===== src/design/assert_macros.svh =====
// ----------------------------------------------------------------------------
// Assertion macros
// Shared concurrent assertion forms on clk_i with asynchronous reset rst_ni.
// ----------------------------------------------------------------------------
`ifndef ASSERT_MACROS_SVH
`define ASSERT_MACROS_SVH

// Same-cycle implication.
`define GBR_ASSERT_NOW(label, ante, cons, msg) \
  label: assert property (@(posedge clk_i) disable iff (!rst_ni) (ante) |-> (cons)) \
    else $error(msg);

// Next-cycle implication.
`define GBR_ASSERT_NEXT(label, ante, cons, msg) \
  label: assert property (@(posedge clk_i) disable iff (!rst_ni) (ante) |=> (cons)) \
    else $error(msg);

`endif


===== src/design/gbr_pkg.sv =====
// ----------------------------------------------------------------------------
// gbr_pkg
// Widths, register indexes and controller/datapath types of the burst
// ratchet generator.
// ----------------------------------------------------------------------------
package gbr_pkg;

  localparam int TIME_BITS     = 32;
  localparam int KNOB_BITS     = 12;
  localparam int PT_BITS       = 8;
  localparam int SCALE_BITS    = 4;
  localparam int CNT_BITS      = 5;
  localparam int PROD_BITS     = KNOB_BITS + SCALE_BITS;
  localparam int DIV_CNT_BITS  = $clog2(TIME_BITS + 1);
  localparam int CFG_IDX_BITS  = 2;
  localparam int CFG_DATA_BITS = 8;
  localparam int IN_TDATA_BITS  = ((1 + 3 * KNOB_BITS + 7) / 8) * 8;
  localparam int OUT_TDATA_BITS = 8;

  localparam logic [CFG_IDX_BITS-1:0] REG_PULSE_TICKS = 2'd0;
  localparam logic [CFG_IDX_BITS-1:0] REG_BURST_SCALE = 2'd1;

  localparam logic [PT_BITS-1:0]    PT_RESET    = 8'd2;
  localparam logic [SCALE_BITS-1:0] SCALE_RESET = 4'd10;

  // Commands from the controller, one step of the tick sequence each.
  typedef struct packed {
    logic load;     // capture the input word
    logic mult;     // knob times scale
    logic mark;     // edge detect, interval, burst count, start divider
    logic arm;      // arm burst, first pulse start
    logic arm_end;  // first pulse end
    logic win;      // window test and close handling
    logic send;     // rescheduled end, advance time, load result
  } gbr_cmd_t;

  typedef struct packed {
    logic div_busy;
    logic out_free;
  } gbr_status_t;

endpackage


===== src/design/gbr_div.sv =====
// ----------------------------------------------------------------------------
// gbr_div
// Restoring divider: time-wide dividend by a burst count, one quotient bit
// per cycle.
// ----------------------------------------------------------------------------
module gbr_div (
  input  logic                           clk_i,
  input  logic                           rst_ni,
  input  logic                           start_i,
  input  logic [gbr_pkg::TIME_BITS-1:0]  dividend_i,
  input  logic [gbr_pkg::CNT_BITS-1:0]   divisor_i,
  output logic                           busy_o,
  output logic [gbr_pkg::TIME_BITS-1:0]  quotient_o
);
  import gbr_pkg::*;

  logic [TIME_BITS-1:0]    quo_q;
  logic [CNT_BITS-1:0]     rem_q;
  logic [CNT_BITS-1:0]     dsr_q;
  logic [DIV_CNT_BITS-1:0] cnt_q;
  logic                    busy_q;

  logic [CNT_BITS:0] trial;
  logic [CNT_BITS:0] diff;
  logic              fits;

  assign trial = {rem_q, quo_q[TIME_BITS-1]};
  assign diff  = trial - {1'b0, dsr_q};
  assign fits  = trial >= {1'b0, dsr_q};

  always_ff @(posedge clk_i or negedge rst_ni) begin
    if (!rst_ni) begin
      busy_q <= 1'b0;
      cnt_q  <= '0;
    end else if (start_i) begin
      busy_q <= 1'b1;
      cnt_q  <= DIV_CNT_BITS'(TIME_BITS);
    end else if (busy_q) begin
      cnt_q <= cnt_q - DIV_CNT_BITS'(1);
      if (cnt_q == DIV_CNT_BITS'(1)) begin
        busy_q <= 1'b0;
      end
    end
  end

  always_ff @(posedge clk_i) begin
    if (start_i) begin
      quo_q <= dividend_i;
      rem_q <= '0;
      dsr_q <= divisor_i;
    end else if (busy_q) begin
      quo_q <= {quo_q[TIME_BITS-2:0], fits};
      rem_q <= fits ? diff[CNT_BITS-1:0] : trial[CNT_BITS-1:0];
    end
  end

  assign busy_o     = busy_q;
  assign quotient_o = quo_q;

endmodule


===== src/design/gbr_datapath.sv =====
// ----------------------------------------------------------------------------
// gbr_datapath
// Tick state, burst schedule, configuration registers and result register.
// ----------------------------------------------------------------------------
`include "assert_macros.svh"

module gbr_datapath (
  input  logic                                clk_i,
  input  logic                                rst_ni,
  input  gbr_pkg::gbr_cmd_t                   cmd_i,
  output gbr_pkg::gbr_status_t                status_o,
  input  logic [gbr_pkg::IN_TDATA_BITS-1:0]   in_data_i,
  input  logic                                cfg_valid_i,
  input  logic [gbr_pkg::CFG_IDX_BITS-1:0]    cfg_index_i,
  input  logic [gbr_pkg::CFG_DATA_BITS-1:0]   cfg_data_i,
  output logic                                out_valid_o,
  input  logic                                out_ready_i,
  output logic [gbr_pkg::OUT_TDATA_BITS-1:0]  out_data_o
);
  import gbr_pkg::*;

  // Configuration
  logic [PT_BITS-1:0]    pulse_ticks_q;
  logic [SCALE_BITS-1:0] burst_scale_q;

  // Captured word
  logic                 gate_q;
  logic [KNOB_BITS-1:0] chance_q;
  logic [KNOB_BITS-1:0] knob_q;
  logic [KNOB_BITS-1:0] rnd_q;

  // Per-tick working values
  logic [PROD_BITS-1:0] prod_q;
  logic [CNT_BITS-1:0]  count_q;
  logic                 arm_q;
  logic                 win_q;
  logic                 resched_q;

  // Architectural state
  logic [TIME_BITS-1:0] tick_q;
  logic [TIME_BITS-1:0] last_edge_q;
  logic [TIME_BITS-1:0] interval_q;
  logic [TIME_BITS-1:0] start_q;
  logic [TIME_BITS-1:0] end_q;
  logic                 armed_q;
  logic [CNT_BITS-1:0]  left_q;
  logic                 in_pulse_q;
  logic                 gate_prev_q;

  // Result register
  logic out_valid_q;
  logic gate_out_q;
  logic pulse_active_q;

  logic [PROD_BITS:0]   qsum;
  logic [CNT_BITS-1:0]  count_d;
  logic                 rising;
  logic [TIME_BITS-1:0] interval_new;
  logic [TIME_BITS-1:0] dividend;
  logic [TIME_BITS-1:0] quotient;
  logic                 div_busy;
  logic                 window;
  logic [CNT_BITS-1:0]  left_dec;
  logic [TIME_BITS-1:0] sched_start;
  logic [TIME_BITS-1:0] sched_end;

  // Divide by 2^KNOB_BITS - 1 as (p + (p >> KNOB_BITS) + 1) >> KNOB_BITS.
  assign qsum    = {1'b0, prod_q} + (PROD_BITS + 1)'(prod_q >> KNOB_BITS)
                   + (PROD_BITS + 1)'(1);
  assign count_d = CNT_BITS'(qsum[PROD_BITS:KNOB_BITS]) + CNT_BITS'(1);

  assign rising       = gate_q & ~gate_prev_q;
  assign interval_new = tick_q - last_edge_q;
  assign dividend     = rising ? interval_new : interval_q;

  assign sched_start = tick_q + quotient;
  assign sched_end   = start_q + TIME_BITS'(pulse_ticks_q);

  assign window   = armed_q && (tick_q > start_q) && (tick_q <= end_q);
  assign left_dec = (left_q != '0) ? left_q - CNT_BITS'(1) : left_q;

  gbr_div u_div (
    .clk_i      (clk_i),
    .rst_ni     (rst_ni),
    .start_i    (cmd_i.mark),
    .dividend_i (dividend),
    .divisor_i  (count_d),
    .busy_o     (div_busy),
    .quotient_o (quotient)
  );

  always_ff @(posedge clk_i or negedge rst_ni) begin
    if (!rst_ni) begin
      pulse_ticks_q <= PT_RESET;
      burst_scale_q <= SCALE_RESET;
    end else if (cfg_valid_i) begin
      unique case (cfg_index_i)
        REG_PULSE_TICKS: pulse_ticks_q <= cfg_data_i[PT_BITS-1:0];
        REG_BURST_SCALE: burst_scale_q <= cfg_data_i[SCALE_BITS-1:0];
        default: ;
      endcase
    end
  end

  // Word capture and scratch values: no reset needed.
  always_ff @(posedge clk_i) begin
    if (cmd_i.load) begin
      gate_q   <= in_data_i[0];
      chance_q <= in_data_i[KNOB_BITS:1];
      knob_q   <= in_data_i[2*KNOB_BITS:KNOB_BITS+1];
      rnd_q    <= in_data_i[3*KNOB_BITS:2*KNOB_BITS+1];
    end
    if (cmd_i.mult) begin
      prod_q <= PROD_BITS'(knob_q) * PROD_BITS'(burst_scale_q);
    end
    if (cmd_i.mark) begin
      count_q <= count_d;
      arm_q   <= rising && (rnd_q > chance_q);
    end
    if (cmd_i.win) begin
      win_q <= window;
    end
    if (cmd_i.send) begin
      gate_out_q     <= gate_q | win_q;
      pulse_active_q <= win_q;
    end
  end

  always_ff @(posedge clk_i or negedge rst_ni) begin
    if (!rst_ni) begin
      tick_q      <= '0;
      last_edge_q <= '0;
      interval_q  <= '0;
      start_q     <= '0;
      end_q       <= '0;
      armed_q     <= 1'b0;
      left_q      <= '0;
      in_pulse_q  <= 1'b0;
      gate_prev_q <= 1'b0;
      resched_q   <= 1'b0;
      out_valid_q <= 1'b0;
    end else begin
      if (cmd_i.mark && rising) begin
        interval_q  <= interval_new;
        last_edge_q <= tick_q;
      end
      if (cmd_i.arm && arm_q) begin
        start_q <= sched_start;
        left_q  <= count_q - CNT_BITS'(1);
        armed_q <= 1'b1;
      end
      if (cmd_i.arm_end && arm_q) begin
        end_q <= sched_end;
      end
      if (cmd_i.win) begin
        resched_q <= 1'b0;
        if (window) begin
          in_pulse_q <= 1'b1;
        end else if (in_pulse_q) begin
          in_pulse_q <= 1'b0;
          left_q     <= left_dec;
          if (left_dec != '0) begin
            start_q   <= sched_start;
            resched_q <= 1'b1;
          end else begin
            armed_q <= 1'b0;
          end
        end
      end
      if (cmd_i.send) begin
        if (resched_q) begin
          end_q <= sched_end;
        end
        gate_prev_q <= gate_q;
        tick_q      <= tick_q + TIME_BITS'(1);
        out_valid_q <= 1'b1;
      end else if (out_ready_i) begin
        out_valid_q <= 1'b0;
      end
    end
  end

  assign status_o.div_busy = div_busy;
  assign status_o.out_free = ~out_valid_q | out_ready_i;

  assign out_valid_o = out_valid_q;
  assign out_data_o  = {(OUT_TDATA_BITS - 2)'(0), pulse_active_q, gate_out_q};

  `GBR_ASSERT_NEXT(a_count_nonzero, cmd_i.mark, count_q != '0, "burst count is zero")
  `GBR_ASSERT_NEXT(a_send_loads_out, cmd_i.send, out_valid_q, "result word not loaded")
  `GBR_ASSERT_NEXT(a_tick_holds, !cmd_i.send, $stable(tick_q), "tick moved outside send")
  `GBR_ASSERT_NOW(a_left_range, 1'b1, (left_q >> SCALE_BITS) == '0, "pulses left too big")

endmodule


===== src/design/gbr_ctrl.sv =====
// ----------------------------------------------------------------------------
// gbr_ctrl
// Sequencer that walks one tick through the datapath steps.
// ----------------------------------------------------------------------------
module gbr_ctrl (
  input  logic                  clk_i,
  input  logic                  rst_ni,
  input  logic                  in_valid_i,
  output logic                  in_ready_o,
  input  gbr_pkg::gbr_status_t  status_i,
  output gbr_pkg::gbr_cmd_t     cmd_o
);
  import gbr_pkg::*;

  localparam logic [2:0] ST_IDLE    = 3'd0;
  localparam logic [2:0] ST_MULT    = 3'd1;
  localparam logic [2:0] ST_MARK    = 3'd2;
  localparam logic [2:0] ST_DIV     = 3'd3;
  localparam logic [2:0] ST_ARM     = 3'd4;
  localparam logic [2:0] ST_ARM_END = 3'd5;
  localparam logic [2:0] ST_WIN     = 3'd6;
  localparam logic [2:0] ST_SEND    = 3'd7;

  logic [2:0] state_q;
  logic [2:0] state_d;

  always_comb begin
    state_d = state_q;
    cmd_o   = '0;
    unique case (state_q)
      ST_IDLE: begin
        if (in_valid_i) begin
          cmd_o.load = 1'b1;
          state_d    = ST_MULT;
        end
      end
      ST_MULT: begin
        cmd_o.mult = 1'b1;
        state_d    = ST_MARK;
      end
      ST_MARK: begin
        cmd_o.mark = 1'b1;
        state_d    = ST_DIV;
      end
      ST_DIV: begin
        if (!status_i.div_busy) begin
          state_d = ST_ARM;
        end
      end
      ST_ARM: begin
        cmd_o.arm = 1'b1;
        state_d   = ST_ARM_END;
      end
      ST_ARM_END: begin
        cmd_o.arm_end = 1'b1;
        state_d       = ST_WIN;
      end
      ST_WIN: begin
        cmd_o.win = 1'b1;
        state_d   = ST_SEND;
      end
      ST_SEND: begin
        // hold until the result register is free
        if (status_i.out_free) begin
          cmd_o.send = 1'b1;
          state_d    = ST_IDLE;
        end
      end
      default: state_d = ST_IDLE;
    endcase
  end

  always_ff @(posedge clk_i or negedge rst_ni) begin
    if (!rst_ni) begin
      state_q <= ST_IDLE;
    end else begin
      state_q <= state_d;
    end
  end

  assign in_ready_o = (state_q == ST_IDLE);

endmodule


===== src/design/gate_burst_ratchet_generator_top.sv =====
// ----------------------------------------------------------------------------
// gate_burst_ratchet_generator_top
// Gate burst ratchet generator: one input word per tick, one result word out.
// ----------------------------------------------------------------------------
// Each accepted word is one time tick. A rising gate edge measures the
// interval since the previous edge and, when random_value is above
// chance_knob, arms a burst of N = count_knob * burst_scale / 4095 + 1
// pulses spaced interval / N ticks apart, each pulse_ticks long. One result
// word comes back per input word: gate_out is the gate input OR the open
// pulse window, pulse_active flags the window. After a word is accepted, the
// steps run in order: multiply, edge and count, a wait on the bit-serial
// interval divider for all 32 quotient bits, then arm, pulse end, window test
// and result load, which holds until the result register is free. The next
// word is taken in the cycle after the result is loaded, even if that result
// still waits on m_axis_tready, so no word is taken while one is in progress.
// Configuration writes are taken every cycle and must only be issued while
// the block is idle; unknown register indexes are ignored.
// ----------------------------------------------------------------------------
module gate_burst_ratchet_generator_top (
  input  logic                                clk_i,
  input  logic                                rst_ni,
  // input word
  input  logic                                s_axis_tvalid,
  output logic                                s_axis_tready,
  // [0] gate_level, [12:1] chance_knob, [24:13] count_knob,
  // [36:25] random_value, [39:37] zero
  input  logic [gbr_pkg::IN_TDATA_BITS-1:0]   s_axis_tdata,
  // result word
  output logic                                m_axis_tvalid,
  input  logic                                m_axis_tready,
  // [0] gate_out, [1] pulse_active, [7:2] zero
  output logic [gbr_pkg::OUT_TDATA_BITS-1:0]  m_axis_tdata,
  // register write: index 0 pulse_ticks, index 1 burst_scale
  input  logic                                cfg_valid_i,
  output logic                                cfg_ready_o,
  input  logic [gbr_pkg::CFG_IDX_BITS-1:0]    cfg_index_i,
  input  logic [gbr_pkg::CFG_DATA_BITS-1:0]   cfg_data_i
);
  import gbr_pkg::*;

  gbr_cmd_t    cmd;
  gbr_status_t status;

  // register writes never stall
  assign cfg_ready_o = 1'b1;

  gbr_ctrl u_ctrl (
    .clk_i      (clk_i),
    .rst_ni     (rst_ni),
    .in_valid_i (s_axis_tvalid),
    .in_ready_o (s_axis_tready),
    .status_i   (status),
    .cmd_o      (cmd)
  );

  gbr_datapath u_datapath (
    .clk_i       (clk_i),
    .rst_ni      (rst_ni),
    .cmd_i       (cmd),
    .status_o    (status),
    .in_data_i   (s_axis_tdata),
    .cfg_valid_i (cfg_valid_i),
    .cfg_index_i (cfg_index_i),
    .cfg_data_i  (cfg_data_i),
    .out_valid_o (m_axis_tvalid),
    .out_ready_i (m_axis_tready),
    .out_data_o  (m_axis_tdata)
  );

endmodule


===== config.mk =====
export PLATFORM = sky130hd
export DESIGN_NAME = gate_burst_ratchet_generator_top
export DESIGN_NICKNAME = d
export VERILOG_FILES = /design/src/design/gbr_pkg.sv /design/src/design/gbr_div.sv /design/src/design/gbr_datapath.sv /design/src/design/gbr_ctrl.sv /design/src/design/gate_burst_ratchet_generator_top.sv
export VERILOG_INCLUDE_DIRS = /design/src /design/src/design
export SDC_FILE = /design/constraint.sdc
export NUM_CORES = 1
export LEC_CHECK = 0
export BUFFER_PORTS_ARGS = -buffer_cell sky130_fd_sc_hd__buf_2
export CAP_MARGIN = 10
export CORE_MARGIN = 5
export CORE_UTILIZATION = 45
export CTS_BUF_LIST = sky130_fd_sc_hd__clkbuf_8
export DETAILED_ROUTE_END_ITERATION = 16
export PLACE_DENSITY = 0.7
export SLEW_MARGIN = 30
export SYNTH_ARGS = -nofsm -noshare
export SYNTH_HDL_FRONTEND = slang
export SYNTH_SLANG_ARGS = --single-unit

===== constraint.sdc =====
create_clock -name clk_i -period 6.3 [get_ports clk_i]
set_input_delay 0.945 -clock clk_i [delete_from_list [all_inputs] [get_ports clk_i]]
set_output_delay 0.945 -clock clk_i [all_outputs]
set_load 0.005 [all_outputs]

Word level (Yosys, flattened, before mapping)
Index checks and enable logic that the tools add are counted.
Operators by class
  $add $sub $neg: 11
  multipliers: 1
  magnitude comparators: 4
  equality and inequality tests: 12
  multiplexer cells: 46
  bitwise operators: 5
  reduce and logical (&&, ||, !) cells: 15
Operators with widths (count)
  two-way mux 32 bit: 11
  adder 32 x 1 -> 32 bit, second input constant: 1
  adder 32 bit: 1
  adder 32 x 8 -> 32 bit: 1
  > comparator 32 bit: 1
  <= comparator 32 bit: 1
  subtractor 32 bit: 1
  two-way mux 5 bit: 6
  case mux 3 bit (8 select lines): 1
  two-way mux 1 bit: 23
  adder 16 x 4 -> 17 bit: 1
  adder 17 x 1 -> 17 bit, second input constant: 1
  multiplier 12 x 4 -> 16 bit: 1
  equality test 3 bit, second input constant: 4
  > comparator 12 bit: 1
  two-way mux 6 bit: 2
  nonzero test 5 bit: 2
  subtractor 5 x 1 -> 5 bit, second input constant: 2
  two-way mux 3 bit: 3
  equality test 3 x 2 -> 1 bit, second input constant: 2
  equality test 6 x 1 -> 1 bit, second input constant: 1
  greater-or-equal comparator 6 x 5 -> 1 bit: 1
  logical AND 1 bit: 6
  inequality test 2 bit, second input constant: 3
  other kinds (13): 17
Word-level totals
  register bits: 291
  input port bits: 55
  output and inout bits: 11
  word-level logic and storage cells: 122

Depth between registers and ports, before layout
  depth after elaboration: 8
  depth in mapped cells: 16
  gate-level depth less buffers: 15

Hierarchy
Synthesis repeated with hierarchy kept, for this count alone.
Second synthesis, totals
  cell total of the unflattened synthesis: 2008
  area total of the unflattened synthesis: 19258.5 sq um
By module, submodules not included
  gbr_datapath: times used 1, cells each 1820, area each 16691.0 sq um, sequential area each 6419.9 sq um
  gbr_div: times used 1, cells each 159, area each 2303.5 sq um, sequential area each 1386.3 sq um
  gbr_ctrl: times used 1, cells each 27, area each 252.7 sq um, sequential area each 75.1 sq um
  gate_burst_ratchet_generator_top: times used 1, cells each 2, area each 11.3 sq um, sequential area each 0.0 sq um

Least setup slack after synthesis
OpenSTA, ideal clock, no wires.
  kind: register to register
  from: reg u_datapath.burst_scale_q[3]
  to: reg u_datapath.prod_q[15] (data pin)
  setup time: 257 ps
  arrival: 4103 ps
  required time: 6043 ps
  path slack: 1941 ps
  stages on the path, launching flop included: 16
  path buffers: 1
  clock period less this slack: 4359 ps
  cell sequence: dfstp_2 -> clkbuf_1 -> nand2_1 -> fa_1 -> fa_1 -> inv_1 -> ha_1 -> a21o_1 -> a21oi_2 -> o21ai_2 -> a211o_1 -> and3_1 -> or4_4 -> a31o_1 -> a21o_1 -> xor2_1
On the way
  word-level cells in the longest chain between the ends: 1
RTL lines
  from (decl): line gbr_datapath.sv:24  | logic [SCALE_BITS-1:0] burst_scale_q;
  from (signal assigned): line gbr_datapath.sv:99  | REG_BURST_SCALE: burst_scale_q <= cfg_data_i[SCALE_BITS-1:0];
  multiplier 12 x 4 -> 16 bit: line gbr_datapath.sv:114  | prod_q <= PROD_BITS'(knob_q) * PROD_BITS'(burst_scale_q);
  to (signal assigned): line gbr_datapath.sv:114
  to (decl): line gbr_datapath.sv:33  | logic [PROD_BITS-1:0] prod_q;
Every way passes these cells.
A chain may end at the register's enable or synchronous reset.

Worst setup path in the final report
Same ends and word-level chain as after synthesis.

==> run summary <==
Max VDD drop: 0.227 mV
GRT Util Overall: 18.1%
Residual DRC: 0
hold-fix buffer count after cts: 0
first-pass GRT wire length: 70200 um
ys flop type: dfrtp_1
PD cells: 428 nW/um^2
CTS resizes: 0
Final period util: 70.9%
Post-synth EDFFs: 94
post-synth cell types: 89
RSZ-0062 raised after global routing: false
vias per inst: 5.45
Clock Skews: 41.1 ps
Hold Fails Final Rpt: 0
commonest non-fill, non-tap cell in the layout: nand2_1
HPWL Detailed: 30800 um
layout cells sized above 1: 9.43%
WL/cell: 16.0 um
area share of the largest cell type after synthesis: 25.1%
setup_tns: 0 ps
DIE AREA: 46000 um^2
ys async rst share: 66.0%
CTS sink cnt: 291
routed wire length: 42100 um
root buf cell: clkbuf_8
Post-Layout Inst Area: 20700 um^2
worst r2r src: u_datapath.burst_scale_q[3]$_DFFE_PN1P_
WP data required: 6650 ps
Critical Path End Type: flop
Worst Setup Start Kind: flop
overflow left after global routing: 0
vias after detailed routing: 14382
Num CTS Buffers: 49
Die Y: 215 um
post-route ant nets: 0
# IOs: 66
Mean Syn Cell Area: 9.37 um^2
setup bufs post-CTS: 0
most frequent cells in the layout: nand2_1 (273), inv_1 (193), dfrtp_1 (189), ha_1 (180), a21oi_1 (137)
outcome: finished clean
Post-DP Area: 19600 um^2
Yosys reg bits: 291
worst setup path category: flop to flop
GPL Wtd Cong: 0.867
Nets: 2321
final setup fails: 0
WP data arrival: 4810 ps
fin. max-slew vios: 0
Synth Instances: 2009
Max-slew headroom: 37.5%
CTS H-Tree Depth: 2
Worst-path clk slew: 70 ps
Static Leak: 9.61 nW
min-delay worst type: primary input to async pin
core footprint: 41700 um^2
initial core utilization: 45.2%
Fmax: 224 MHz
synthesized cell area: 18800 um^2
initial antenna violation count: 0
Area Growth Syn to Fin: 9.94%
vias in the first global route: 14386
worst skew pair latency: 610 ps
Synth area leader: dfrtp_1
Max FO, Critical Path: 13
first drt pass iteration count: 5
Max-cap violations: 0
Starting DRT DRC Count: 973
number of antenna diodes: 0
Yosys warning total: 0
CTS tree: done
Tightest Pin Transition: 937 ps
largest net degree at the start of global routing: 102
top post-synthesis cells by area: dfrtp_1 (25%), edfxtp_1 (15%), ha_1 (12%), nand2_1 (5.4%), xnor2_1 (4.4%)
row cnt: 75
clock tree buffer depth: 3
sequential element share of the synthesized area: 41.1%
Port Buffers: 55
Critical Path Start: u_datapath.burst_scale_q[3]$_DFFE_PN1P_
post-route minimum period: 4470 ps
Die W: 215 um
-- per-layer routing --
layer	routed length [um]	up-vias	global-route usage (%)	share of wire (%)
met5	0	-	0	0
met4	1280	0	6.55	3.0
met3	1700	92	2.67	4.0
met2	20000	317	30.8	47
met1	19100	6877	23.6	45
li1	-	7096	-	-
-- state kept, by name (all words and copies together) (netlist names), 3 cells and up --
| name | cells |
|---|---|
| u_datapath.end_q | 32 |
| u_datapath.interval_q | 32 |
| u_datapath.last_edge_q | 32 |
| u_datapath.start_q | 32 |
| u_datapath.tick_q | 32 |
| u_datapath.u_div.quotient_o | 32 |
| u_datapath.prod_q | 16 |
| u_datapath.chance_q | 12 |
| u_datapath.knob_q | 12 |
| u_datapath.rnd_q | 12 |
| u_datapath.pulse_ticks_q | 8 |
| u_datapath.u_div.cnt_q | 6 |
| u_datapath.count_q | 5 |
| u_datapath.left_q | 5 |
| u_datapath.u_div.rem_q | 5 |
| u_datapath.burst_scale_q | 4 |
| u_ctrl.state_q | 3 |
-- worst max-delay path, stage by stage, from the launching register on --
cell and delay [ps]:
dfstp_2 650, nand2_1 110, fa_1 520, fa_1 600, inv_1 60, ha_1 290
a21o_1 190, a21oi_2 180, o21ai_2 80, a211o_1 300, and3_1 170, or4_4 520
a31o_1 220, a21o_1 180, xor2_1 130
-- through the flow --
step | power, mW | setup WS [ps] | util, % | hold slack (ps) | cells
6_report | 8.87 | 1830 | 49.7 | 262 | 2639
5_1_grt | 9.61 | 1610 | 49.7 | 275 | 2639
4_1_cts | 8.91 | 1810 | 49.6 | 459 | 2638
3_5_place_dp | 7.08 | 1830 | 47.1 | 450 | 2549
3_3_place_gp | 6.91 | 1870 | 47.0 | 443 | 2547
2_1_floorplan | 6.12 | 1940 | - | 417 | 2014
-- final cells by class --
class / count / area [um^2]
tap: 539 / 674
timing repair buffer: 66 / 414
clock buffer: 62 / 853
inverter: 185 / 694
sequential: 291 / 7730
clock inverter: 27 / 179
multi-input combinational: 1469 / 10100
fill: 3857 / 21000
-- worst paths after layout --
| kind | to | slack [ps] | cells past startpoint |
|---|---|---|---|
| max | u_datapath.prod_q[15]$_DFFE_PP_ | 1830 | 14 |
| min | u_datapath.end_q[9]$_DFF_PN0_ | 260 | 1 |
| max reg2reg | u_datapath.prod_q[15]$_DFFE_PP_ | 1830 | 14 |
| min reg2reg | u_datapath.u_div.rem_q[4]$_SDFFE_PP0P_ | 460 | 2 |
| max in group asynchronous | u_datapath.last_edge_q[28]$_DFFE_PN0P_ | 4890 | 2 |
| min in group clk_i | u_datapath.u_div.rem_q[4]$_SDFFE_PP0P_ | 460 | 2 |
-- cell families (layout without fill, tap and decap cells) --
| logic type | Yosys count | count (layout) | synth area share [%] |
|---|---|---|---|
| adders and majority gates | 205 | 205 | 14.6 |
| AOI/OAI and AO/OA | 465 | 465 | 15.5 |
| other | 2 | 7 | 0.0399 |
| muxes | 28 | 28 | 1.63 |
| and+or+nand+nor | 630 | 630 | 15.6 |
| xor gates and xnor gates | 134 | 134 | 6.24 |
| buffers and inverters | 254 | 340 | 5.38 |
| DFF | 291 | 291 | 41.1 |
-- synth_stat cells (4+ instances only) --
library cell  instances
nor2_1              122
buf_2                 9
dfrtp_1             189
fa_1                 24
a21o_1               50
or2_2                 6
o21a_1                7
a31oi_1              22
a211o_1               4
buf_4                11
o21ai_0             129
a21oi_1             138
and2_1               47
nand4_1              32
mux2i_1               7
nand2_1             273
and4_1                5
buf_1                 7
a211oi_1             13
nor3_1               29
mux2_2               20
xnor2_1              94
or3_1                 4
inv_1               183
a221o_1               9
o21ai_1              17
nor4_1                8
dfxtp_1               5
nand3_1              41
edfxtp_1             94
clkbuf_1             41
a2111oi_0            11
xor2_1               40
nand2b_1              8
o211ai_1              7
ha_1                180
and3_1               26
nor2b_1              13
nand3b_1              4
o31ai_1               9
o21bai_1              5
-- report_power, final --
part | switching [mW] | total [mW] | internal, mW | leakage, nW
Sequential | 0.487 | 3.13 | 2.64 | 3.43
Clock | 0.803 | 1.77 | 0.970 | 0.571
Combinational | 2.30 | 3.96 | 1.67 | 5.61
Power figures use the tool's default switching activity.
